## src/fit_strategy_segment_allocator_unit_assert.svh

```systemverilog
// assertion macros for the allocator control file
`ifndef FIT_STRATEGY_SEGMENT_ALLOCATOR_UNIT_ASSERT_SVH
`define FIT_STRATEGY_SEGMENT_ALLOCATOR_UNIT_ASSERT_SVH
`ifndef SYNTHESIS
`define FSA_ASSERT(name, clk, rst, prop) \
  name: assert property (@(posedge clk) disable iff (rst) prop) \
    else $error("fsa assertion failed");
`define FSA_ASSERT_NORST(name, clk, prop) \
  name: assert property (@(posedge clk) prop) else $error("fsa assertion failed");
`else
`define FSA_ASSERT(name, clk, rst, prop)
`define FSA_ASSERT_NORST(name, clk, prop)
`endif
`endif

```

## src/fsa_pkg.sv

```systemverilog
`timescale 1ns / 1ps
package fsa_pkg;
  localparam int NSEG   = 64;
  localparam int SIZE_W = 16;
  localparam int IDX_W  = $clog2(NSEG);
  localparam int CNT_W  = $clog2(NSEG + 1);

  localparam logic [SIZE_W-1:0] RESET_POOL  = SIZE_W'(65535);

  localparam logic [2:0] STRAT_NONE  = 3'd0;
  localparam logic [2:0] STRAT_FIRST = 3'd1;
  localparam logic [2:0] STRAT_BEST  = 3'd2;
  localparam logic [2:0] STRAT_WORST = 3'd3;
  localparam logic [2:0] STRAT_NEXT  = 3'd4;
  localparam logic [2:0] RESET_STRAT = STRAT_FIRST;

  localparam logic [1:0] KIND_ALLOC = 2'd0;
  localparam logic [1:0] KIND_FREE  = 2'd1;

  localparam logic [1:0] REG_STRATEGY = 2'd0;
  localparam logic [1:0] REG_POOL     = 2'd1;

  typedef enum logic [1:0] {CMD_NONE, CMD_INIT, CMD_ALLOC, CMD_FREE} cmd_t;
  typedef enum logic [2:0] {S_IDLE, S_PICK, S_UPDATE, S_STATS, S_DONE} fsm_t;

  typedef struct packed {
    logic [SIZE_W-1:0] start;
    logic [SIZE_W-1:0] size;
    logic              used;
  } seg_t;

  // partial results carried down the chain
  typedef struct packed {
    logic              found;
    logic [IDX_W-1:0]  idx;
    logic [SIZE_W-1:0] size;
    logic [SIZE_W-1:0] start;
    logic              gfound;
    logic [IDX_W-1:0]  gidx;
    logic [SIZE_W-1:0] gsize;
    logic [SIZE_W-1:0] gstart;
    logic [CNT_W-1:0]  holes;
    logic [SIZE_W-1:0] abytes;
    logic [SIZE_W-1:0] fbytes;
    logic [SIZE_W-1:0] largest;
    logic [CNT_W-1:0]  small_cnt;
    logic              isalloc;
  } tok_t;

  typedef struct packed {
    cmd_t              op;
    logic              split;
    logic [IDX_W-1:0]  sel;
    logic [SIZE_W-1:0] req;
    logic [SIZE_W-1:0] rem_start;
    logic [SIZE_W-1:0] rem_size;
    logic [SIZE_W-1:0] baddr;
    logic [SIZE_W-1:0] lim;
    logic [SIZE_W-1:0] pool;
    logic [CNT_W-1:0]  count;
    logic [IDX_W-1:0]  cur;
    logic [2:0]        strat;
  } ctl_t;
endpackage

```

## src/fsa_cell.sv

```systemverilog
`timescale 1ns / 1ps
module fsa_cell import fsa_pkg::*; (
  input  logic             clk,
  input  logic             rst,
  input  logic [IDX_W-1:0] idx,
  input  ctl_t             ctl,
  input  seg_t             prev_seg,
  input  tok_t             tok_in,
  output seg_t             seg,
  output tok_t             tok_out
);
  logic [CNT_W-1:0] idx_w;
  logic [CNT_W-1:0] sel_p1;
  logic             vld;
  logic             fit;
  tok_t             tok_next;

  assign idx_w  = {1'b0, idx};
  assign sel_p1 = {1'b0, ctl.sel} + CNT_W'(1);
  assign vld    = idx_w < ctl.count;
  assign fit    = vld && !seg.used && (seg.size >= ctl.req);

  always_ff @(posedge clk) begin
    if (rst) begin
      seg.start <= '0;
      seg.size  <= (idx == '0) ? RESET_POOL : '0;
      seg.used  <= 1'b0;
    end else begin
      unique case (ctl.op)
        CMD_INIT: begin
          seg.start <= '0;
          seg.size  <= (idx == '0) ? ctl.pool : '0;
          seg.used  <= 1'b0;
        end
        CMD_ALLOC: begin
          if (idx == ctl.sel) begin
            seg.size <= ctl.req;
            seg.used <= 1'b1;
          end else if (ctl.split && idx_w == sel_p1) begin
            seg.start <= ctl.rem_start;
            seg.size  <= ctl.rem_size;
            seg.used  <= 1'b0;
          end else if (ctl.split && idx_w > sel_p1) begin
            // open a slot for the remainder
            seg <= prev_seg;
          end
        end
        CMD_FREE: begin
          if (vld && seg.start == ctl.baddr) seg.used <= 1'b0;
        end
        CMD_NONE: ;
      endcase
    end
  end

  always_comb begin
    tok_next = tok_in;
    if (fit) begin
      if (!tok_in.found ||
          (ctl.strat == STRAT_BEST && seg.size < tok_in.size) ||
          (ctl.strat == STRAT_WORST && seg.size > tok_in.size)) begin
        tok_next.found = 1'b1;
        tok_next.idx   = idx;
        tok_next.size  = seg.size;
        tok_next.start = seg.start;
      end
      if (!tok_in.gfound && idx >= ctl.cur) begin
        tok_next.gfound = 1'b1;
        tok_next.gidx   = idx;
        tok_next.gsize  = seg.size;
        tok_next.gstart = seg.start;
      end
    end
    if (vld) begin
      if (seg.used) begin
        tok_next.abytes = tok_in.abytes + seg.size;
      end else begin
        tok_next.holes  = tok_in.holes + CNT_W'(1);
        tok_next.fbytes = tok_in.fbytes + seg.size;
        if (seg.size > tok_in.largest) tok_next.largest = seg.size;
        if (seg.size < ctl.lim) tok_next.small_cnt = tok_in.small_cnt + CNT_W'(1);
      end
      if (seg.used && seg.start == ctl.baddr) tok_next.isalloc = 1'b1;
    end
  end

  always_ff @(posedge clk) begin
    tok_out <= tok_next;
  end
endmodule

```

## config.mk

```make
export PLATFORM = sky130hd
export DESIGN_NAME = fsa_cell
export DESIGN_NICKNAME = d
export VERILOG_FILES = /design/src/fit_strategy_segment_allocator_unit_assert.svh /design/src/fsa_pkg.sv /design/src/fsa_cell.sv
export SDC_FILE = /design/constraint.sdc
export NUM_CORES = 1
export LEC_CHECK = 0
export CAP_MARGIN = 10
export CORE_MARGIN = 5
export CORE_UTILIZATION = 31
export DETAILED_ROUTE_END_ITERATION = 10
export DONT_BUFFER_PORTS = 1
export HOLD_SLACK_MARGIN = 0.06
export SYNTH_ARGS = -nofsm -noshare
export SYNTH_HDL_FRONTEND = slang
export SYNTH_SLANG_ARGS = --single-unit
```

## constraint.sdc

```tcl
create_clock -name clk -period 2.7 [get_ports clk]
set_clock_uncertainty 0.05 [all_clocks]
set_input_delay 0.135 -clock clk [delete_from_list [all_inputs] [get_ports clk]]
set_output_delay 0.135 -clock clk [all_outputs]
set_load 0.02 [all_outputs]
```

## Word level (Yosys, flattened, before mapping)

Index checks and enable logic that the tools add are counted.

- Flip-flop bits (word level): 174
- Input port bits: 303
- Output and inout bits: 174
- Word-level logic and storage cells: 84

- Add/sub/neg operators: 5
- Magnitude comparators: 8
- Equal/unequal tests: 13
- Mux-type cells: 20
- Reductions and logical operators: 21

Operator list:

| operator | count |
|---|---|
| two-way mux 39 bit | 3 |
| two-way mux 16 bit | 5 |
| two-way mux 78 bit | 1 |
| two-way mux 33 bit | 2 |
| case mux 32 bit (2 select lines) | 1 |
| two-way mux 63 bit | 1 |
| two-way mux 17 bit | 2 |
| adder 16 bit | 2 |
| greater-than comparator 16 bit | 2 |
| less-than comparator 16 bit | 2 |
| == test 16 bit | 1 |
| greater-or-equal comparator 16 bit | 1 |
| adder 7 x 1 -> 7 bit, second input constant | 2 |
| two-way mux 7 bit | 2 |
| logical AND 1 bit | 9 |
| adder 6 x 1 -> 7 bit, second input constant | 1 |
| == test 6 x 7 -> 1 bit | 1 |
| greater-than comparator 6 x 7 -> 1 bit | 1 |
| less-than comparator 6 x 7 -> 1 bit | 1 |
| == test 3 x 2 -> 1 bit, second input constant | 2 |
| == test 6 bit | 1 |
| greater-or-equal comparator 6 bit | 1 |
| logical NOT 6 bit | 1 |
| AND reduction 3 bit | 2 |
| other kinds (13) | 20 |

## Depth between registers and ports, before layout

- Word-level depth: 8
- Gate-level depth with buffers: 11
- Mapped depth without buffers: 10

## Least setup slack after synthesis

Ideal clock, no wire load.

- Kind: input-to-reg
- Start point: input ctl[112] (netlist bit)
- End point: register seg[10] (netlist bit), enable pin
- Library setup time: 0.392 ns
- Arrival: 2.344 ns
- Required time: 2.258 ns
- Slack: -0.087 ns
- Cell stages on the path: 9
- Path buffers: 0
- Path through: ha_1 > nand3_1 > xor2_1 > ha_1 > and2_1 > o21ai_0 > o21ai_0 > a21oi_1 > o21bai_1

- Cells in the longest elaborated chain, start to end: 5
- Elaborated cells on any way between the ends: 8
- Those cells by class: add/sub: 1; order compare: 1; eq/ne: 3; reduce/logical: 3

RTL lines:

| what | RTL line | source |
|---|---|---|
| from (decl) | fsa_cell.sv:6 | `input ctl_t ctl,` |
| adder 6 x 1 -> 7 bit | fsa_cell.sv:19 | `assign sel_p1 = {1'b0, ctl.sel} + CNT_W'(1);` |
| greater-than comparator 6 x 7 -> 1 bit / == test 6 x 7 -> 1 bit (equally long branches) | fsa_cell.sv:43, fsa_cell.sv:39 |  |
| logical AND 1 bit, on equally long branches | fsa_cell.sv:43, fsa_cell.sv:39 |  |
| inequality test 5 bit (no source line) (*) | -- |  |
| AND reduction 2 bit (no source line) (*) | -- |  |
| to (signal assigned) | fsa_cell.sv:45 | `seg <= prev_seg;` |
| to (decl) | fsa_cell.sv:9 | `output seg_t seg,` |

Mark *: on every way between the ends. The rest lies on a longest branch, timed or not.
A chain may end at the register's enable or synchronous reset.

==> results.md <==
* Final setup vio count at 73
* Slew HR at 0.637
* Post-placement cell count at between 1500 and 2000
* H-tree Lvls at 4
* Status: complete, but fails checks
* Final hold vios at 0
* TritonCTS Sinks at 174
* Register area at 3640 µm²
* Final setup margin at -0.143 ns
* Async set-reset flop share out of synthesis at 0
* Achievable Freq at 0.352 GHz
* Startpoint type of the worst setup path: register
* Register area share after synthesis at 0.345
* Routed vias/inst at 5.17
* Worst-margin pin slew at 0.539 ns
* PwrDens at 585 nW/µm²
* Root Driver: clkbuf_16
* Initial antenna violation count at 3
* Placeable Area at 33600 µm²
* Worst Path Required at ~3.0 ns
* CTS Buf Count at 17
* Syn_nets at 1545
* Iteration-0 DRC Markers at 363
* Chip height at 195 µm
* Fill cells at 3192
* Crit share post-route at 1.05
* Largest net degree at the start of global routing at 36
* Top FF cell, synth: dfxtp_1
* Layout Cells excl Fill at 1849
* Routability cong. at 0.912
* Leakage at ~0.0066 µW
* Routed vias at 9555
* Port Buffers at 0
* Routed wire length at 46.9 mm
* Number of synthesized flops with an enable pin at 16
* Synthesis warning total at 0
* Gr ovfl total at 0
* Nets@finish at 1807
* Crit end category: register
* IO Count at 477
* Worst slack at placement at -0.183 ns
* Std-Cell Rows at 67
* Post-route cell area at 14700 µm²
* Tmin final at 2.84 ns
* Initial Util at 0.315
* Drt pass-1 iters at 4
* Number of global-route vias before repair at between 9000 and 10000
* HP Class: primary input to register
* CP arrival at 3.13 ns
* Layout cells sized above 1 at 0.191
* Placed Area at approximately 11000 µm²
* Failing checks: negative setup slack
* Mapped Avg Cell Area at 9.41 µm²
* Die Width at roughly 190 µm
* Worst Setup Path Type: register to register
* Peak supply drop at ~460 µV
* Clock transition at path regs at 0.08 ns
* #FFs+latches synth at 174
* # Max-Cap Violations at 0
* RSZ-0062 raised after global routing: yes
* Cell count after synthesis at 1124
* Mapped cell area at about 11000 µm²
* TritonCTS clock tree: yes
* Max Buffers Root-to-Sink at 2
* Number of nets still failing antenna checks after routing at 0
* Unique masters post-synth at 65
* Die area at 37900 µm²
* Worst skew pair latency at 0.46 ns
* Number of remaining DRC errors at 0
* First-pass GRT wire length at 65.2 mm
* Area of the multi-input gates at 6640 µm²
* Area growth, synth to finish at 39.2%
* WL/cell at 25.4 µm
* Fin. max-slew vios at 0
* Crit Path Max Fanout at 7
* DP Wirelength at 35.2 mm
* GRT Total Usage at 0.232
==> registers in the layout (all words and copies together), names as in the netlist <==
register / count
tok_out: 141
seg: 33
==> critical path, stage by stage, from the launching register on <==
cell	delay, ns
edfxtp_1	0.46
ha_1	0.35
nand4_1	0.17
buf_4	0.18
nor2_1	0.15
a221oi_2	0.10
buf_4	0.14
buf_4	0.12
nand4_1	0.09
nor4b_4	0.20
buf_6	0.22
clkbuf_16	0.20
mux2_4	0.30
==> cells in the mapped netlist, drive strengths merged, types with 2 or more instances <==
cell | n | area share
a21o | 15 | 0.011
fa | 2 | 0.0038
edfxtp | 16 | 0.045
and2 | 3 | 0.0018
nand3b | 2 | 0.0026
or4 | 2 | 0.0014
o211a | 2 | 0.0026
and3 | 4 | 0.0024
buf | 16 | 0.013
a221oi | 3 | 0.0025
o21a | 10 | 0.0071
xor2 | 35 | 0.029
a2111oi | 2 | 0.0022
o211ai | 10 | 0.0084
a32oi | 2 | 0.0017
o31ai | 7 | 0.0050
a211oi | 12 | 0.0097
or3 | 4 | 0.0028
nor2b | 6 | 0.0036
o21bai | 6 | 0.0043
and4 | 6 | 0.0050
nand2 | 122 | 0.043
nand4 | 14 | 0.0083
clkbuf | 21 | 0.0075
a41oi | 2 | 0.0017
ha | 116 | 0.14
nor2 | 56 | 0.020
xnor2 | 23 | 0.019
a31oi | 3 | 0.0032
a21oi | 63 | 0.031
nor4 | 8 | 0.0047
mux2i | 38 | 0.036
nand3 | 22 | 0.010
dfxtp | 158 | 0.30
inv | 95 | 0.034
a211o | 2 | 0.0017
a22oi | 2 | 0.0014
o21ai | 83 | 0.039
nand2b | 10 | 0.0059
mux2 | 106 | 0.12
nor3 | 6 | 0.0033
==> cells by family (layout without fill, tap and decap cells) <==
| logic type | after synthesis | count (layout) | share of synthesized area |
|---|---|---|---|
| xor gates and xnor gates | 58 | 58 | 0.0480 |
| adders and majority gates | 118 | 118 | 0.141 |
| and+or+nand+nor | 267 | 267 | 0.117 |
| buffers and inverters | 132 | 407 | 0.0543 |
| muxes | 144 | 144 | 0.156 |
| other | 0 | 2 | 0 |
| DFF | 174 | 174 | 0.345 |
| AOI/OAI and AO/OA | 231 | 231 | 0.139 |
==> metal layers <==
layer / vias to the layer above / share of wire / global-route usage
li1: 4500 / - / -
met1: 4539 / 0.38 / 0.257
met3: 70 / 0.075 / 0.0675
met4: 0 / 0.035 / 0.0818
met2: 446 / 0.51 / 0.420
met5: - / 0 / 0
==> placed cells by master (no fill, tap or decap), types with 10 or more instances in the layout <==
master | Yosys | layout
a21o_1 | 15 | 15
a21oi_1 | 61 | 59
buf_12 | 2 | 13
buf_4 | 2 | 64
clkbuf_16 | 0 | 20
dfxtp_1 | 158 | 158
dlygate4sd3_1 | 0 | 189
edfxtp_1 | 16 | 16
ha_1 | 116 | 109
inv_1 | 95 | 95
mux2_2 | 86 | 68
mux2_4 | 20 | 38
mux2i_1 | 38 | 38
nand2_1 | 122 | 122
nand3_1 | 22 | 21
nand4_1 | 14 | 14
nor2_1 | 56 | 56
o21a_1 | 10 | 10
o21ai_0 | 81 | 78
xnor2_1 | 23 | 23
xor2_1 | 35 | 35
==> per-stage QoR <==
stage	utilization	total power, µW	hold slack, ns	setup TNS, ns
after global placement	0.342	5420	0.160	-11.59
final	0.438	8610	0.0683	-5.44
after CTS	0.425	8480	0.0621	-4.74
after detailed placement	0.342	5450	0.162	-11.34
after global routing	0.438	9000	0.0856	-14.12
after floorplan	-	4770	0.171	0
==> power breakdown <==
part           switching, µW  total (µW)  internal [µW]  leakage [µW]
Combinational           1220        2450           1230       0.00483
Sequential               557        3490           2930       0.00149
Clock                   1260        2670           1410      0.000291
==> final timing paths <==
check                                          start                   end  slack [ns]  cells past startpoint
worst max-delay path               seg[10]$_DFFE_PP_  tok_out[134]$_DFF_P_       -0.14                     12
worst min-delay path                        ctl[109]     seg[14]$_DFFE_PP_        0.07                      4
worst max register to register     seg[10]$_DFFE_PP_  tok_out[134]$_DFF_P_       -0.14                     12
worst min register to register  seg[32]$_SDFFE_PP0P_  tok_out[117]$_DFF_P_        0.63                      2
==> cell type report <==
| class | instances | area share |
|---|---|---|
| inverter | 95 | 0.0242 |
| tap | 448 | 0.0381 |
| clock buffer | 18 | 0.0292 |
| clock inverter | 14 | 0.0119 |
| sequential | 174 | 0.247 |
| timing repair buffer | 280 | 0.198 |
| multi-input combinational | 818 | 0.451 |
| antenna | 2 | 0.000340 |
==> timing repair <==
item / CTS / global route
hold buffers: 190 / 0
hold endpoints to repair: 190 / 0
buffers inserted: 9 / 12
pin swaps: 2 / 19
endpoints found under the setup margin: 76 / 102
gates resized for setup: 29 / 44
cloned: 3 / 4
(Power assumes the default switching activity.)
