## config.mk

```make
export PLATFORM = sky130hd
export DESIGN_NAME = fsa_ctrl
export DESIGN_NICKNAME = d
export VERILOG_FILES = /design/src/fsa_pkg.sv /design/src/fsa_ctrl.sv
export VERILOG_INCLUDE_DIRS = /design/src /design/src/src
export SDC_FILE = /design/constraint.sdc
export NUM_CORES = 1
export LEC_CHECK = 0
export BUFFER_PORTS_ARGS = -buffer_cell sky130_fd_sc_hd__buf_2
export CAP_MARGIN = 20
export CORE_ASPECT_RATIO = 0.7
export CORE_MARGIN = 4
export CORE_UTILIZATION = 46
export CTS_BUF_LIST = sky130_fd_sc_hd__clkbuf_2
export CTS_CLUSTER_DIAMETER = 80
export DETAILED_ROUTE_END_ITERATION = 10
export GPL_TIMING_DRIVEN = 1
export HOLD_SLACK_MARGIN = 0.03
export PLACE_DENSITY_LB_ADDON = 0.3
export SLEW_MARGIN = 20
export SYNTH_ARGS = -nofsm -noshare
export SYNTH_HDL_FRONTEND = slang
export SYNTH_SLANG_ARGS = --single-unit
```

## constraint.sdc

```tcl
create_clock -name clk -period 10.9 [get_ports clk]
set_clock_uncertainty 0.05 [all_clocks]
set_input_delay 0 -clock clk [delete_from_list [all_inputs] [get_ports clk]]
set_output_delay 0 -clock clk [all_outputs]
set_load 0.1 [all_outputs]
```

## src/fit_strategy_segment_allocator_unit_assert.svh

```systemverilog
// assertion macros for the allocator control file
`ifndef FIT_STRATEGY_SEGMENT_ALLOCATOR_UNIT_ASSERT_SVH
`define FIT_STRATEGY_SEGMENT_ALLOCATOR_UNIT_ASSERT_SVH
`ifndef SYNTHESIS
`define FSA_ASSERT(name, clk, rst, prop) \
  name: assert property (@(posedge clk) disable iff (rst) prop) \
    else $error("fsa assertion failed");
`define FSA_ASSERT_NORST(name, clk, prop) \
  name: assert property (@(posedge clk) prop) else $error("fsa assertion failed");
`else
`define FSA_ASSERT(name, clk, rst, prop)
`define FSA_ASSERT_NORST(name, clk, prop)
`endif
`endif

```

## src/fsa_pkg.sv

```systemverilog
`timescale 1ns / 1ps
package fsa_pkg;
  localparam int NSEG   = 64;
  localparam int SIZE_W = 16;
  localparam int IDX_W  = $clog2(NSEG);
  localparam int CNT_W  = $clog2(NSEG + 1);

  localparam logic [SIZE_W-1:0] RESET_POOL  = SIZE_W'(65535);

  localparam logic [2:0] STRAT_NONE  = 3'd0;
  localparam logic [2:0] STRAT_FIRST = 3'd1;
  localparam logic [2:0] STRAT_BEST  = 3'd2;
  localparam logic [2:0] STRAT_WORST = 3'd3;
  localparam logic [2:0] STRAT_NEXT  = 3'd4;
  localparam logic [2:0] RESET_STRAT = STRAT_FIRST;

  localparam logic [1:0] KIND_ALLOC = 2'd0;
  localparam logic [1:0] KIND_FREE  = 2'd1;

  localparam logic [1:0] REG_STRATEGY = 2'd0;
  localparam logic [1:0] REG_POOL     = 2'd1;

  typedef enum logic [1:0] {CMD_NONE, CMD_INIT, CMD_ALLOC, CMD_FREE} cmd_t;
  typedef enum logic [2:0] {S_IDLE, S_PICK, S_UPDATE, S_STATS, S_DONE} fsm_t;

  typedef struct packed {
    logic [SIZE_W-1:0] start;
    logic [SIZE_W-1:0] size;
    logic              used;
  } seg_t;

  // partial results carried down the chain
  typedef struct packed {
    logic              found;
    logic [IDX_W-1:0]  idx;
    logic [SIZE_W-1:0] size;
    logic [SIZE_W-1:0] start;
    logic              gfound;
    logic [IDX_W-1:0]  gidx;
    logic [SIZE_W-1:0] gsize;
    logic [SIZE_W-1:0] gstart;
    logic [CNT_W-1:0]  holes;
    logic [SIZE_W-1:0] abytes;
    logic [SIZE_W-1:0] fbytes;
    logic [SIZE_W-1:0] largest;
    logic [CNT_W-1:0]  small_cnt;
    logic              isalloc;
  } tok_t;

  typedef struct packed {
    cmd_t              op;
    logic              split;
    logic [IDX_W-1:0]  sel;
    logic [SIZE_W-1:0] req;
    logic [SIZE_W-1:0] rem_start;
    logic [SIZE_W-1:0] rem_size;
    logic [SIZE_W-1:0] baddr;
    logic [SIZE_W-1:0] lim;
    logic [SIZE_W-1:0] pool;
    logic [CNT_W-1:0]  count;
    logic [IDX_W-1:0]  cur;
    logic [2:0]        strat;
  } ctl_t;
endpackage

```

## src/fsa_ctrl.sv

```systemverilog
`timescale 1ns / 1ps
`include "fit_strategy_segment_allocator_unit_assert.svh"
module fsa_ctrl import fsa_pkg::*; (
  input  logic              clk,
  input  logic              rst,
  input  logic              start,
  input  logic [1:0]        kind,
  input  logic [SIZE_W-1:0] request_size,
  input  logic [SIZE_W-1:0] block_addr,
  input  logic [SIZE_W-1:0] small_limit,
  input  logic              cfg_we,
  input  logic [1:0]        cfg_index,
  input  logic [SIZE_W-1:0] cfg_data,
  input  tok_t              tok,
  output ctl_t              ctl,
  output logic              busy,
  output logic              done,
  output logic              ok,
  output logic [SIZE_W-1:0] alloc_addr,
  output logic [CNT_W-1:0]  hole_count,
  output logic [SIZE_W-1:0] used_size_sum,
  output logic [SIZE_W-1:0] free_size_sum,
  output logic [SIZE_W-1:0] largest_free,
  output logic [CNT_W-1:0]  small_free_count,
  output logic              addr_is_allocated
);
  fsm_t              state, state_next;
  logic [CNT_W-1:0]  cnt;
  logic [1:0]        kind_q;
  logic [SIZE_W-1:0] req_q, baddr_q, lim_q;
  logic [2:0]        strategy;
  logic [SIZE_W-1:0] pool_size;
  logic [CNT_W-1:0]  seg_count;
  logic [IDX_W-1:0]  cursor;
  logic [IDX_W-1:0]  sel;
  logic [SIZE_W-1:0] sel_size, sel_start;
  logic              alloc_ok, split, have;

  logic              have_c, split_c, alloc_ok_c, pass_end, do_init;
  logic [IDX_W-1:0]  sel_c;
  logic [SIZE_W-1:0] size_c, start_c;

  assign pass_end = (cnt == CNT_W'(NSEG));
  assign do_init  = cfg_we && (cfg_index == REG_STRATEGY || cfg_index == REG_POOL);

  always_comb begin
    have_c  = 1'b0;
    sel_c   = tok.idx;
    size_c  = tok.size;
    start_c = tok.start;
    unique case (strategy)
      STRAT_FIRST, STRAT_BEST, STRAT_WORST: have_c = tok.found;
      STRAT_NEXT: begin
        // wrap to the lowest fit when nothing fits from the cursor on
        if (tok.gfound) begin
          have_c  = 1'b1;
          sel_c   = tok.gidx;
          size_c  = tok.gsize;
          start_c = tok.gstart;
        end else begin
          have_c = tok.found;
        end
      end
      default: have_c = 1'b0;
    endcase
    split_c    = size_c != req_q;
    alloc_ok_c = have_c && (req_q != '0) && (!split_c || seg_count < CNT_W'(NSEG));
  end

  always_comb begin
    state_next = state;
    unique case (state)
      S_IDLE:   if (start) state_next = S_PICK;
      S_PICK:   if (pass_end) state_next = S_UPDATE;
      S_UPDATE: state_next = S_STATS;
      S_STATS:  if (pass_end) state_next = S_DONE;
      S_DONE:   state_next = S_IDLE;
      default:  state_next = S_IDLE;
    endcase
  end

  always_comb begin
    busy = state != S_IDLE;
    done = state == S_DONE;
    ctl.op = CMD_NONE;
    if (do_init) begin
      ctl.op = CMD_INIT;
    end else if (state == S_UPDATE) begin
      if (kind_q == KIND_ALLOC) begin
        if (alloc_ok) ctl.op = CMD_ALLOC;
      end else if (kind_q == KIND_FREE) begin
        ctl.op = CMD_FREE;
      end
    end
    ctl.split     = split;
    ctl.sel       = sel;
    ctl.req       = req_q;
    ctl.rem_start = sel_start + req_q;
    ctl.rem_size  = sel_size - req_q;
    ctl.baddr     = baddr_q;
    ctl.lim       = lim_q;
    ctl.pool      = (cfg_index == REG_POOL) ? cfg_data : pool_size;
    ctl.count     = seg_count;
    ctl.cur       = ({1'b0, cursor} < seg_count) ? cursor : '0;
    ctl.strat     = strategy;
  end

  always_ff @(posedge clk) begin
    if (rst) begin
      state     <= S_IDLE;
      cnt       <= '0;
      strategy  <= RESET_STRAT;
      pool_size <= RESET_POOL;
      seg_count <= CNT_W'(1);
      cursor    <= '0;
    end else begin
      state <= state_next;
      cnt   <= (state_next != state) ? '0 : cnt + CNT_W'(1);
      if (cfg_we) begin
        if (cfg_index == REG_STRATEGY) strategy <= cfg_data[2:0];
        if (cfg_index == REG_POOL) pool_size <= cfg_data;
      end
      if (do_init) begin
        seg_count <= CNT_W'(1);
        cursor    <= '0;
      end else if (state == S_UPDATE && kind_q == KIND_ALLOC) begin
        if (alloc_ok && split) seg_count <= seg_count + CNT_W'(1);
        if (strategy == STRAT_NEXT) begin
          // the search moves the cursor even when a full table refuses the split
          if (have && req_q != '0) cursor <= sel;
        end else if (alloc_ok && split && cursor > sel && {1'b0, cursor} < seg_count) begin
          cursor <= cursor + IDX_W'(1);
        end
      end
    end
  end

  always_ff @(posedge clk) begin
    if (state == S_IDLE && start) begin
      kind_q  <= kind;
      req_q   <= request_size;
      baddr_q <= block_addr;
      lim_q   <= small_limit;
    end
    if (state == S_PICK && pass_end) begin
      sel       <= sel_c;
      sel_size  <= size_c;
      sel_start <= start_c;
      alloc_ok  <= alloc_ok_c;
      split     <= split_c;
      have      <= have_c;
    end
    if (state == S_STATS && pass_end) begin
      ok                <= (kind_q == KIND_ALLOC) ? alloc_ok : 1'b1;
      alloc_addr        <= (kind_q == KIND_ALLOC && alloc_ok) ? sel_start : '0;
      hole_count        <= tok.holes;
      used_size_sum     <= tok.abytes;
      free_size_sum     <= tok.fbytes;
      largest_free      <= tok.largest;
      small_free_count  <= tok.small_cnt;
      addr_is_allocated <= tok.isalloc;
    end
  end

  `FSA_ASSERT(a_done_pulse, clk, rst, done |=> !done)
  `FSA_ASSERT(a_accept_busy, clk, rst, (start && !busy) |=> busy)
  `FSA_ASSERT(a_fail_addr, clk, rst, (done && !ok) |-> (alloc_addr == '0))
  `FSA_ASSERT(a_holes_bound, clk, rst, done |-> (hole_count <= seg_count))
  `FSA_ASSERT(a_count_range, clk, rst, (seg_count != '0) && (seg_count <= CNT_W'(NSEG)))
endmodule

```

==> parameters.txt, run 1 <==
Parameter                              Value

Synth
  Synthesized instance count ... 764
  Leading register cell type out of synthesis ... edfxtp_1
  Leading area contributor after synthesis ... edfxtp_1
  Synth warn ... 0
  Number of unique standard cell types used by synthesis ... 70
  Syn Std Cell Area ... 9970 µm²
  Average size of a mapped cell ... 13.1 µm²
  Async set or reset register ratio after synthesis ... 0%
  Post-synthesis sequential area ratio ... 59.9%
  Number of flops mapped to enable cells by yosys ... 171
  Biggest area contributors in the synthesized netlist ... edfxtp_1 51%, dfxtp_1 8.4%, ha_1 5.6%
  Synthesized flop and latch total ... 213
  Proportion of netlist area held by the largest area contributor ... 51.5%
  Synthesized netlist net count ... 1024

Placement
  Placement-stage cell area ... 12400 µm²
  Input/output buffers ... 415
  Final weighted congestion of routability-driven global placement ... 0.923
  Hpwl dp ... 23.3 mm

Clocking
  Max Buffers Root-to-Sink ... 3
  Maximum level of the CTS H-tree ... 2
  Number of buffers created by CTS ... 51
  Clock root buffer ... clkbuf_2
  Sink Count ... 213
  Hold-fix buffer count after cts ... 307
  Post_cts resized ... 0
  Post-CTS setup-driven buffer insertion count ... 0

Floorplan
  Initial core utilization ... 47.4%
  I/O pin count ... 416
  Count of standard-cell rows ... 44
  Vertical die dimension ... 131 µm
  Width of the die ... 184 µm

Run status
  First error message ... [ERROR RSZ-0060] Max buffer count reached.
  Last stage reached ... 4_1_cts
  Outcome ... stopped before the end
## cells by family after synthesis
logic type	share of synthesized area, %
fa+ha+maj	6.05
buf+inv	2.63
xor+xnor	3.95
simple gates	11.3
mux	6.40
flops	59.9
compound gates	9.76
## synth_stat cells (4+ instances only)
cell type    n
nor3b_1      7
nand2_1     31
dfxtp_1     42
nand3_1     11
nor4_1       6
ha_1        45
o21ai_1      5
a211oi_1     5
nor2b_1     32
o21a_1       5
o211ai_1     7
a21oi_1     31
nor2_1      42
inv_1       43
a211o_1     17
mux2_2      22
xor2_1      14
and2_1      20
or3_1        5
a21o_1       8
o21ai_0     15
nand4_1      6
xnor2_1     31
nand2b_1    14
mux2_1      32
and3_1       5
buf_4        4
clkbuf_1    11
edfxtp_1   171
nor3_1      14
## stage by stage
step / instances / worst slack, ps
after global placement: 1440 / 7860
after floorplan: 764 / 3470
after detailed placement: 1440 / 7800
==> inputs of run 2 (changes only) <==
--- a/config.mk
+++ b/config.mk
@@ -8,15 +8,11 @@
 export LEC_CHECK = 0
 export BUFFER_PORTS_ARGS = -buffer_cell sky130_fd_sc_hd__buf_2
 export CAP_MARGIN = 20
-export CORE_ASPECT_RATIO = 0.7
 export CORE_MARGIN = 4
-export CORE_UTILIZATION = 46
-export CTS_BUF_LIST = sky130_fd_sc_hd__clkbuf_2
-export CTS_CLUSTER_DIAMETER = 80
+export CORE_UTILIZATION = 31
 export DETAILED_ROUTE_END_ITERATION = 10
 export GPL_TIMING_DRIVEN = 1
-export HOLD_SLACK_MARGIN = 0.03
-export PLACE_DENSITY_LB_ADDON = 0.3
+export PLACE_DENSITY_LB_ADDON = 0.15
 export SLEW_MARGIN = 20
 export SYNTH_ARGS = -nofsm -noshare
 export SYNTH_HDL_FRONTEND = slang
==> run 2 against run 1 <==
The run now ends clean. Area after synthesis stayed put. Synthesized cell count stayed put.
==> parameters.txt, run 2 <==
Parameter                              Value

Global routing
  Aggregate global-route resource usage ... 18.6%
  Antenna violations before repair ... 3
  Pin count of the biggest net entering global routing ... 61
  Overflow left after global routing ... 0
  Vias in the first global route ... 9084
  Wire length of the first global-routing pass ... 51.6 mm

Synth
  Most frequent cells after synthesis ... 171 x edfxtp_1, 45 x ha_1, 43 x inv_1
  Syn Std Cell Area ... 9970 µm²
  Synthesized-area fraction occupied by and/or/nand/nor cells ... 11.3%
  Number of unique standard cell types used by synthesis ... 70
  Async set or reset register ratio after synthesis ... 0%
  Number of flops mapped to enable cells by yosys ... 171
  Synthesized instance count ... 764
  Xor-xnor portion of the synthesized cell area ... 3.95%
  Synth warn ... 0
  Biggest area contributors in the synthesized netlist ... edfxtp_1 51%, dfxtp_1 8.4%, ha_1 5.6%
  Dominant combinational cell family by area after synthesis ... simple AND/OR/NAND/NOR gates
  Post-synthesis sequential area ratio ... 59.9%
  Mux share of post-synthesis cell area ... 6.40%
  Synthesized flop and latch total ... 213
  Arithmetic-cell share of the synthesized area counting full adders, half adders and majority gates ... 6.05%
  Compound-cell area share of the yosys netlist ... 9.76%
  Most repeated cell in the gate-level netlist after synthesis ... edfxtp_1
  Average size of a mapped cell ... 13.1 µm²
  Leading area contributor after synthesis ... edfxtp_1
  Synthesized netlist net count ... 1024
  Proportion of netlist area held by the largest area contributor ... 51.5%
  Leading register cell type out of synthesis ... edfxtp_1

Min path
  Class of the tightest hold or removal check ... input pin to register

Finish
  Nets ... 1667
  Area Overhead vs Synth ... 55.1%
  Proportion of layout cells with a drive suffix above 1 ... 34.6%
  Commonest cells after routing, fill and taps aside ... 415 x buf_2, 214 x dlygate4sd3_1, 171 x edfxtp_1, 45 x ha_1, 43 x inv_1
  Final Instance Count excl. Fillers ... 1828
  Most common cell after layout, fill and taps aside ... buf_2
  FILL cells ... 2890

Critical path
  Kind of critical path ... register to primary output
  Element type at the critical path start ... register
  Worst-path cell chain ... ha_1 > a211oi_1 > o21ai_1 > o22a_1 > a311oi_2 > nor2_1 > a311oi_1 > buf_2
  Max stage delay cell, worst path ... edfxtp_1
  Data required time at the worst endpoint ... 10850 ps
  Critical Path Sink Type ... primary output
  Cell family with the largest share of critical-path delay ... compound AO/OA/AOI/OAI gates
  Arrival time at the worst endpoint ... 3440 ps
  Crit-path max cell delay ... 550 ps
  Critical path fanouts, max ... 7
  Sum of buffers and inverters on the critical path ... 1

Power and ir drop
  Sequential cell fraction of total power ... 42.0%
  Max rail drop VDD ... 133 µV
  Net switching power ... 0.000655 W
  Internal power ... 0.00151 W
  Leakage Power ... 6.51 nW
  Combinational fraction of design power ... 20.6%
  Switching part of the total ... 30.2%
  Overall Power ... 0.00216 W
  PwrDens ... 140 nW/µm²
  Clk pwr share ... 37.4%

Floorplan
  Total Die Area ... 35100 µm²
  Width of the die ... 187 µm
  Initial core utilization ... 31.5%
  Core ar. ... 31600 µm²
  Vertical die dimension ... 187 µm
  I/O pin count ... 416
  Count of standard-cell rows ... 65

Clocking
  Clock slew seen by the registers of the worst setup and hold paths ... 60 ps
  Post-CTS setup-driven buffer insertion count ... 0
  Sink Count ... 213
  Clock root buffer ... clkbuf_16
  Clock tree from TritonCTS ... yes
  Worst skew pair latency ... 520 ps
  Number of buffers created by CTS ... 25
  Maximum level of the CTS H-tree ... 1
  Max Buffers Root-to-Sink ... 3

Routing
  Remaining routing DRC violations ... 0
  Final routed wirelength across all metal layers ... 34.4 mm
  Via count of the routed design ... 8507
  Drt pass-1 iters ... 4
  Post-detailed-route via-to-cell ratio ... 4.65
  Average routed wire per standard cell ... 18.8 µm
  Detailed Route Iter0 Violations ... 337
  Detail Route Antenna Nets ... 0

Timing
  Min Tclk post-route ... 3490 ps
  Pin slew with the least headroom to its limit ... 829 ps
  RSZ-0062 raised after global routing ... no
  Final Cycle Share ... 32.0%
  Count of final max-slew check failures ... 0
  Final worst slack ... 7410 ps
  Final-report setup violation count ... 0
  Max Clock Freq ... 287 MHz
  Worst relative slew slack ... 44.4%
  Hold violation count in the final report ... 0
  Sum of negative setup slack ... 0 ps

Run status
  Outcome ... finished, final reports clean

Placement
  Hpwl dp ... 25.1 mm
  Cells after DPL ... 1568
  Input/output buffers ... 415
  Final weighted congestion of routability-driven global placement ... 0.816
  Pre-CTS WS ... 7920 ps

Run
  Number of violations of the max-capacitance limit ... 0
## run 2: cell counts after synthesis
No cell type changed its count.
## run 2: worst paths after layout
check	start	to	slack [ps]	cells after the start
worst min register to register	cnt[0]	cnt[0]	410	1
worst max-delay path	req_q[1]	ctl[95]	7410	8
worst max register to register	strategy[2]	alloc_ok	7800	6
worst min-delay path	cfg_we	pool_size[2]	20	3
## run 2: layout make-up
type                       instances  area [µm²]  area share [%]
timing repair buffer             636        4270            27.6
clock buffer                      33         666            4.30
clock inverter                    12         115           0.744
inverter                          43         161            1.04
sequential                       213        5980            38.6
tap                              402         503            3.25
multi-input combinational        488        3770            24.4
antenna                            1        2.50          0.0162
## run 2: kinds of logic (layout without fill, tap and decap cells)
| logic type | after synthesis | count (layout) |
|---|---|---|
| buffers and inverters | 63 | 724 |
| and+or+nand+nor | 206 | 206 |
| DFF | 213 | 213 |
| AOI/OAI and AO/OA | 133 | 133 |
| muxes | 57 | 57 |
| other | 0 | 1 |
| adders and majority gates | 47 | 47 |
| xor gates and xnor gates | 45 | 45 |
## run 2: tightest hold or removal path, cell delays in order
cell	delay, ps
buf_2	280
nor2b_1	170
a211o_1	100
## run 2: timing repair
action                    CTS  global route
gates resized for setup     0             0
hold buffers              214             0
hold endpoints to repair  188             0
## run 2: power by group through the flow
| stage | Clock, W | Combinational (W) | Sequential, W |
|---|---|---|---|
| 6_report | 0.000810 | 0.000446 | 0.000909 |
| 4_1_cts | 0.000836 | 0.000448 | 0.000909 |
| 2_1_floorplan | 0 | 0.000216 | 0.000995 |
| 3_3_place_gp | 0 | 0.000386 | 0.000925 |
| 5_1_grt | 0.000869 | 0.000470 | 0.000910 |
| 3_5_place_dp | 0 | 0.000387 | 0.000926 |
## run 2: metal layers
layer	vias up	track usage, %	part of all wire (%)
met4	2	6.23	3.6
met2	345	33.0	48
met5	-	0	0.038
li1	4138	-	-
met3	58	5.88	8.5
met1	3964	21.4	40
## run 2: per-stage QoR
stage	hold slack, ps	util (%)	cell area (µm²)
after floorplan	21.6	-	9970
after global placement	126	39.6	12500
after detailed placement	128	39.6	12500
after CTS	3.72	48.9	15500
after global routing	40.4	48.9	15500
final	16.3	48.9	15500
No activity file was read; power rests on OpenSTA's default activity.
==> inputs of run 3 (changes only) <==
==> constraint.sdc (replaced) <==
create_clock -name clk -period 2.9 [get_ports clk]
set_clock_uncertainty 0.05 [all_clocks]
set_input_delay 0 -clock clk [delete_from_list [all_inputs] [get_ports clk]]
set_output_delay 0 -clock clk [all_outputs]
set_load 0.1 [all_outputs]
==> run 3 against run 2 <==
The flow now finishes with violations (setup timing). Routed wire length grew 1.8%. Non-clock buffer count is 54 higher. Setup slack got worse by 7500 ps. Final cell count rose by 2.8%. Sequential power rose to 3.7 times the previous value. Worst hold slack improved by 35 ps. Power grew to 4.0 times the previous value. Flip-flop and latch count unchanged. Combinational power grew to 4.4 times the previous value. Largest power group unchanged.
==> parameters.txt, run 3 (synthesis results as in run 2) <==
Parameter                              Value

Critical path
  Crit-path max cell delay ... 440 ps
  Arrival time at the worst endpoint ... 2970 ps
  Setup slack of the most critical reg-to-reg path ... 170 ps
  Max stage delay cell, worst path ... edfxtp_1
  Kind of critical path ... register to primary output
  Worst-path cell chain ... ha_4 > fa_2 > a211oi_2 > nor2_2 > o31a_1 > a2111oi_4 > nor3_4 > xnor2_4 > buf_12
  Element type at the critical path start ... register
  Startpoint of the worst setup timing path ... req_q[0]
  Critical path fanouts, max ... 2
  Data required time at the worst endpoint ... 2850 ps
  R2r startpoint ... strategy[2]
  Critical Path Sink Type ... primary output

Timing
  Max Clock Freq ... 331 MHz
  Min Tclk post-route ... 3020 ps
  RSZ-0062 raised after global routing ... yes
  Final worst slack ... -119 ps
  Final Cycle Share ... 104%
  Hold violation count in the final report ... 0
  Count of final max-slew check failures ... 0
  Final-report setup violation count ... 10
  Pin slew with the least headroom to its limit ... 646 ps
  Worst relative slew slack ... 56.5%

Power and ir drop
  Net switching power ... 0.00251 W
  Switching part of the total ... 29.1%
  Leakage Power ... 7.06 nW
  Max rail drop VDD ... 502 µV
  Sequential cell fraction of total power ... 39.5%
  Internal power ... 0.00610 W
  Combinational fraction of design power ... 23.0%
  PwrDens ... 507 nW/µm²
  Clk pwr share ... 37.5%

Routing
  Post-detailed-route via-to-cell ratio ... 4.66
  Average routed wire per standard cell ... 18.6 µm
  Detail Route Antenna Nets ... 0
  Final routed wirelength across all metal layers ... 35.0 mm
  Remaining routing DRC violations ... 0
  Via count of the routed design ... 8755
  Detailed Route Iter0 Violations ... 248
  Drt pass-1 iters ... 5

Min path
  Class of the tightest hold or removal check ... input pin to register
  Start point of the worst hold path ... tok[80]

Global routing
  Grt met1 use ... 21.9%
  Wire length of the first global-routing pass ... 53.1 mm
  Antenna violations before repair ... 1
  Met2 track demand over resource in global routing ... 34.4%
  Overflow left after global routing ... 0
  Global routing usage on met3 ... 5.95%
  Aggregate global-route resource usage ... 19.1%
  Vias in the first global route ... 9378
  Pin count of the biggest net entering global routing ... 62
  Most congested layer reported by global routing ... met2

Placement
  Cells after DPL ... 1585
  Input/output buffers ... 415
  Final weighted congestion of routability-driven global placement ... 0.832
  Placement-stage cell area ... 13400 µm²
  Hpwl dp ... 24.7 mm

Clocking
  Max Buffers Root-to-Sink ... 3
  Clock root buffer ... clkbuf_16
  Clock tree from TritonCTS ... yes
  Number of buffers created by CTS ... 25
  Worst skew pair latency ... 520 ps
  Sink Count ... 213
  Maximum level of the CTS H-tree ... 1
  Clock slew seen by the registers of the worst setup and hold paths ... 60 ps

Finish
  Final Instance Count excl. Fillers ... 1880
  FILL cells ... 2661
  Commonest cells after routing, fill and taps aside ... 394 x buf_2, 224 x dlygate4sd3_1, 171 x edfxtp_1, 41 x inv_1, 40 x buf_4
  Area Overhead vs Synth ... 70.2%
  Diode count ... 0
  Nets ... 1721
  Non-Filler Cell Area, Final ... 17000 µm²
  Most common cell after layout, fill and taps aside ... buf_2
  Proportion of layout cells with a drive suffix above 1 ... 41.1%

Floorplan
  Total Die Area ... 35100 µm²
  Initial core utilization ... 31.5%
  Width of the die ... 187 µm
  Count of standard-cell rows ... 65
  I/O pin count ... 416
  Core ar. ... 31600 µm²
  Vertical die dimension ... 187 µm

Run status
  Outcome ... complete, but fails checks
  Violated checks ... setup timing

Run
  Number of violations of the max-capacitance limit ... 0
==> run 3: cell types whose count changed in the layout (fill, tap and decap cells not counted), sizes merged, moves of 2 or more <==
cell and change:
clkinv -5, dlygate4sd3 +10, inv -2, clkbuf +5, buf +44
==> run 3: final timing paths <==
kind / endpoint / cells after the start
min reg2reg: cnt[0] / 1
max: ctl[92] / 9
max reg2reg: sel_start[0] / 5
min: split / 4
==> run 3: critical path, delay by kind of cell (launching register included) <==
family	cells	cell delay (ps)
AOI/OAI and AO/OA	3	940
adders and majority gates	2	530
DFF	1	440
buffers and inverters	1	190
and+or+nand+nor	2	180
xor gates and xnor gates	1	160
==> run 3: area by class of cell <==
type / count / area, µm² / share of cell area (%)
multi-input cells: 488 / 4420 / 26.1
clock buffers: 38 / 737 / 4.34
repair buffers: 690 / 5060 / 29.8
flip-flops and latches: 213 / 5980 / 35.2
inverters: 43 / 166 / 0.980
clock inverters: 6 / 106 / 0.626
well taps: 402 / 503 / 2.96
==> run 3: metrics by stage <==
stage,total power [W],setup TNS [ps],worst slack [ps],util [%],hold slack [ps]
after floorplan,0.00462,-51730,-926,-,21.6
after global placement,0.00513,0,183,42.4,127
after detailed placement,0.00513,0,129,42.4,128
after CTS,0.00871,-762,-177,53.2,29.3
after global routing,0.00895,-2170,-255,53.7,75.2
final,0.00861,-545,-119,53.7,51.5
==> run 3: repair_timing <==
action                     in CTS  in global routing
setup endpoints to repair      17                 17
hold buffers                  224                  0
resized for setup              34                 17
pin swaps                      16                 10
buffers inserted               17                 10
hold endpoints to repair      176                  0
==> run 3: metal layers <==
| layer | part of all wire (%) | wire [µm] |
|---|---|---|
| met5 | 0.029 | 10 |
| met4 | 3.1 | 1100 |
| met1 | 40 | 14000 |
| met2 | 49 | 17000 |
| met3 | 8.3 | 2910 |
==> run 3: power groups by stage <==
stage,logic (W),clock network [W],registers (W)
final,0.00198,0.00323,0.00340
after global routing,0.00208,0.00347,0.00341
after CTS,0.00195,0.00335,0.00340
after detailed placement,0.00166,0,0.00347
after global placement,0.00166,0,0.00347
after floorplan,0.000885,0,0.00374
==> inputs of run 4 (changes only) <==
--- a/config.mk
+++ b/config.mk
@@ -11,7 +11,6 @@
 export CORE_MARGIN = 4
 export CORE_UTILIZATION = 31
 export DETAILED_ROUTE_END_ITERATION = 10
-export GPL_TIMING_DRIVEN = 1
 export PLACE_DENSITY_LB_ADDON = 0.15
 export SLEW_MARGIN = 20
 export SYNTH_ARGS = -nofsm -noshare
==> constraint.sdc (replaced) <==
create_clock -name clk -period 2.9 [get_ports clk]
set_clock_uncertainty 0.05 [all_clocks]
set_input_delay 0.58 -clock clk [delete_from_list [all_inputs] [get_ports clk]]
set_output_delay 0.58 -clock clk [all_outputs]
set_load 0.1 [all_outputs]
==> run 4 against run 3 <==
The flow still finishes with violations (setup timing). Critical path depth up 1. Fmax is 15% lower. Non-clock buffer count is 178 lower. Final cell count is 9.5% lower. Worst hold slack gained 130 ps.
==> parameters.txt, run 4 (synthesis results as in run 2) <==
Parameter                              Value

Clocking
  Clock root buffer ... clkbuf_16
  Number of buffers created by CTS ... 24
  Clock tree from TritonCTS ... yes
  Worst skew pair latency ... 520 ps
  Hold-fix buffer count after cts ... 0
  Sink Count ... 213
  Clock slew seen by the registers of the worst setup and hold paths ... 60 ps
  Max Buffers Root-to-Sink ... 3
  Maximum level of the CTS H-tree ... 1

Critical path
  Critical path fanouts, max ... 3
  Arrival time at the worst endpoint ... 2940 ps
  Element type at the critical path start ... register
  Critical Path Sink Type ... primary output
  Endpoint of the lowest-slack register-to-register path ... cursor[3]
  Kind of critical path ... register to primary output
  R2r startpoint ... state[1]
  Startpoint of the worst setup timing path ... req_q[0]
  Last element of the critical path ... ctl[88]
  Setup slack of the most critical reg-to-reg path ... 330 ps
  Worst r2r path cells ... 7
  Data required time at the worst endpoint ... 2270 ps

Placement
  Cells after DPL ... 1644
  Hpwl dp ... 25.9 mm
  Input/output buffers ... 415
  Placement-stage cell area ... 14500 µm²
  Final weighted congestion of routability-driven global placement ... 0.797

Routing
  Detail Route Antenna Nets ... 0
  Final routed wirelength across all metal layers ... 32.9 mm
  Drt pass-1 iters ... 5
  Average routed wire per standard cell ... 19.3 µm
  Post-detailed-route via-to-cell ratio ... 4.71
  Remaining routing DRC violations ... 0
  Detailed Route Iter0 Violations ... 251
  Via count of the routed design ... 8020

Run
  Number of violations of the max-capacitance limit ... 0

Min path
  Class of the tightest hold or removal check ... input pin to register
  Hold path depth ... 1

Timing
  Final-report setup violation count ... 24
  Sum of negative setup slack ... -11710 ps
  Worst relative slew slack ... 55.5%
  Pin slew with the least headroom to its limit ... 668 ps
  Count of final max-slew check failures ... 0
  RSZ-0062 raised after global routing ... yes
  Final worst slack ... -673 ps
  Min Tclk post-route ... 3570 ps
  Final Cycle Share ... 123%
  Max Clock Freq ... 280 MHz
  Hold violation count in the final report ... 0

Finish
  Proportion of layout cells with a drive suffix above 1 ... 51.2%
  Non-Filler Cell Area, Final ... 15700 µm²
  Final Instance Count excl. Fillers ... 1701
  Most common cell after layout, fill and taps aside ... buf_2
  Commonest cells after routing, fill and taps aside ... 363 x buf_2, 171 x edfxtp_1, 74 x buf_4, 56 x buf_12, 38 x inv_1
  Post-layout util ... 49.6%
  Flip-flop and latch area ... 5990 µm²
  Multi-input logic area ... 4610 µm²
  Area Overhead vs Synth ... 57.3%
  Nets ... 1542
  Diode count ... 0
  FILL cells ... 2862

Floorplan
  Vertical die dimension ... 187 µm
  I/O pin count ... 416
  Total Die Area ... 35100 µm²
  Initial core utilization ... 31.5%
  Core ar. ... 31600 µm²
  Width of the die ... 187 µm
  Count of standard-cell rows ... 65

Power and ir drop
  Net switching power ... 0.00247 W
  Combinational fraction of design power ... 23.7%
  Overall Power ... 0.00809 W
  Leakage Power ... 6.53 nW
  PwrDens ... 516 nW/µm²
  Clk pwr share ... 34.3%
  Internal power ... 0.00561 W
  Sequential cell fraction of total power ... 42.0%
  Switching part of the total ... 30.6%
  Max rail drop VDD ... 440 µV

Global routing
  Wire length of the first global-routing pass ... 49.7 mm
  Antenna violations before repair ... 1
  Vias in the first global route ... 8319
  Overflow left after global routing ... 0
  Aggregate global-route resource usage ... 18.1%
  Pin count of the biggest net entering global routing ... 65

Run status
  Violated checks ... setup timing
  Outcome ... complete, but fails checks
## run 4: changes by cell type in the layout (fill, tap and decap cells not counted), moves of 4 or more
cell	delta
ha_1	-5
buf_6	+8
buf_4	+34
buf_12	+35
xnor2_2	-4
dlygate4sd3_1	-224
xnor2_4	+4
buf_2	-31
ha_4	+4
## run 4: critical path: stages (launching register included)
cell and delay [ps]:
edfxtp_1 390, ha_2 210, fa_2 360, a211oi_2 230
nor2_2 80, o31a_1 310, buf_6 150, o21a_1 190
nor2_4 160, xnor2_4 140, buf_12 190
## run 4: cell type report
| class | count | share of cell area (%) |
|---|---|---|
| clock buffers | 33 | 4.18 |
| clock inverters | 10 | 0.327 |
| inverters | 43 | 1.09 |
| multi-input cells | 488 | 29.4 |
| flip-flops and latches | 213 | 38.2 |
| well taps | 402 | 3.21 |
| repair buffers | 512 | 23.6 |
## run 4: timing repair
action / in CTS / in global routing
buffers inserted: 14 / 4
gates cloned: 0 / 0
endpoints found under the setup margin: 27 / 31
resized for setup: 58 / 9
pin swaps: 25 / 17
## run 4: per-layer routing
| metal | global-route usage (%) | wire [µm] | part of all wire [%] | vias up |
|---|---|---|---|---|
| li1 | - | - | - | 3878 |
| met1 | 21.6 | 13200 | 40 | 3744 |
| met2 | 31.4 | 15800 | 48 | 348 |
| met3 | 6.05 | 2860 | 8.7 | 48 |
| met4 | 4.64 | 911 | 2.8 | 2 |
| met5 | 0 | 13 | 0.040 | - |
## run 4: worst min-delay path by stage
stage,startpoint,end,slack (ps)
after floorplan,cnt[0],cnt[0],360
after global placement,cnt[0],cnt[0],370
after detailed placement,cnt[0],cnt[0],370
after CTS,small_limit[3],lim_q[3],140
after global routing,request_size[0],req_q[0],150
final,small_limit[3],lim_q[3],180
## run 4: stage by stage
stage                     hold WS (ps)  setup WS, ps
final                              177          -673
after global routing               149          -820
after CTS                          141          -701
after detailed placement           374          -355
after global placement             370          -313
after floorplan                    357         -1510
## run 4: power by group through the flow
stage | logic (W) | clock network (W) | registers [W]
5_1_grt | 0.00200 | 0.00302 | 0.00340
4_1_cts | 0.00193 | 0.00288 | 0.00340
2_1_floorplan | 0.000905 | 0 | 0.00374
3_3_place_gp | 0.00186 | 0 | 0.00346
6_report | 0.00191 | 0.00278 | 0.00340
3_5_place_dp | 0.00186 | 0 | 0.00346
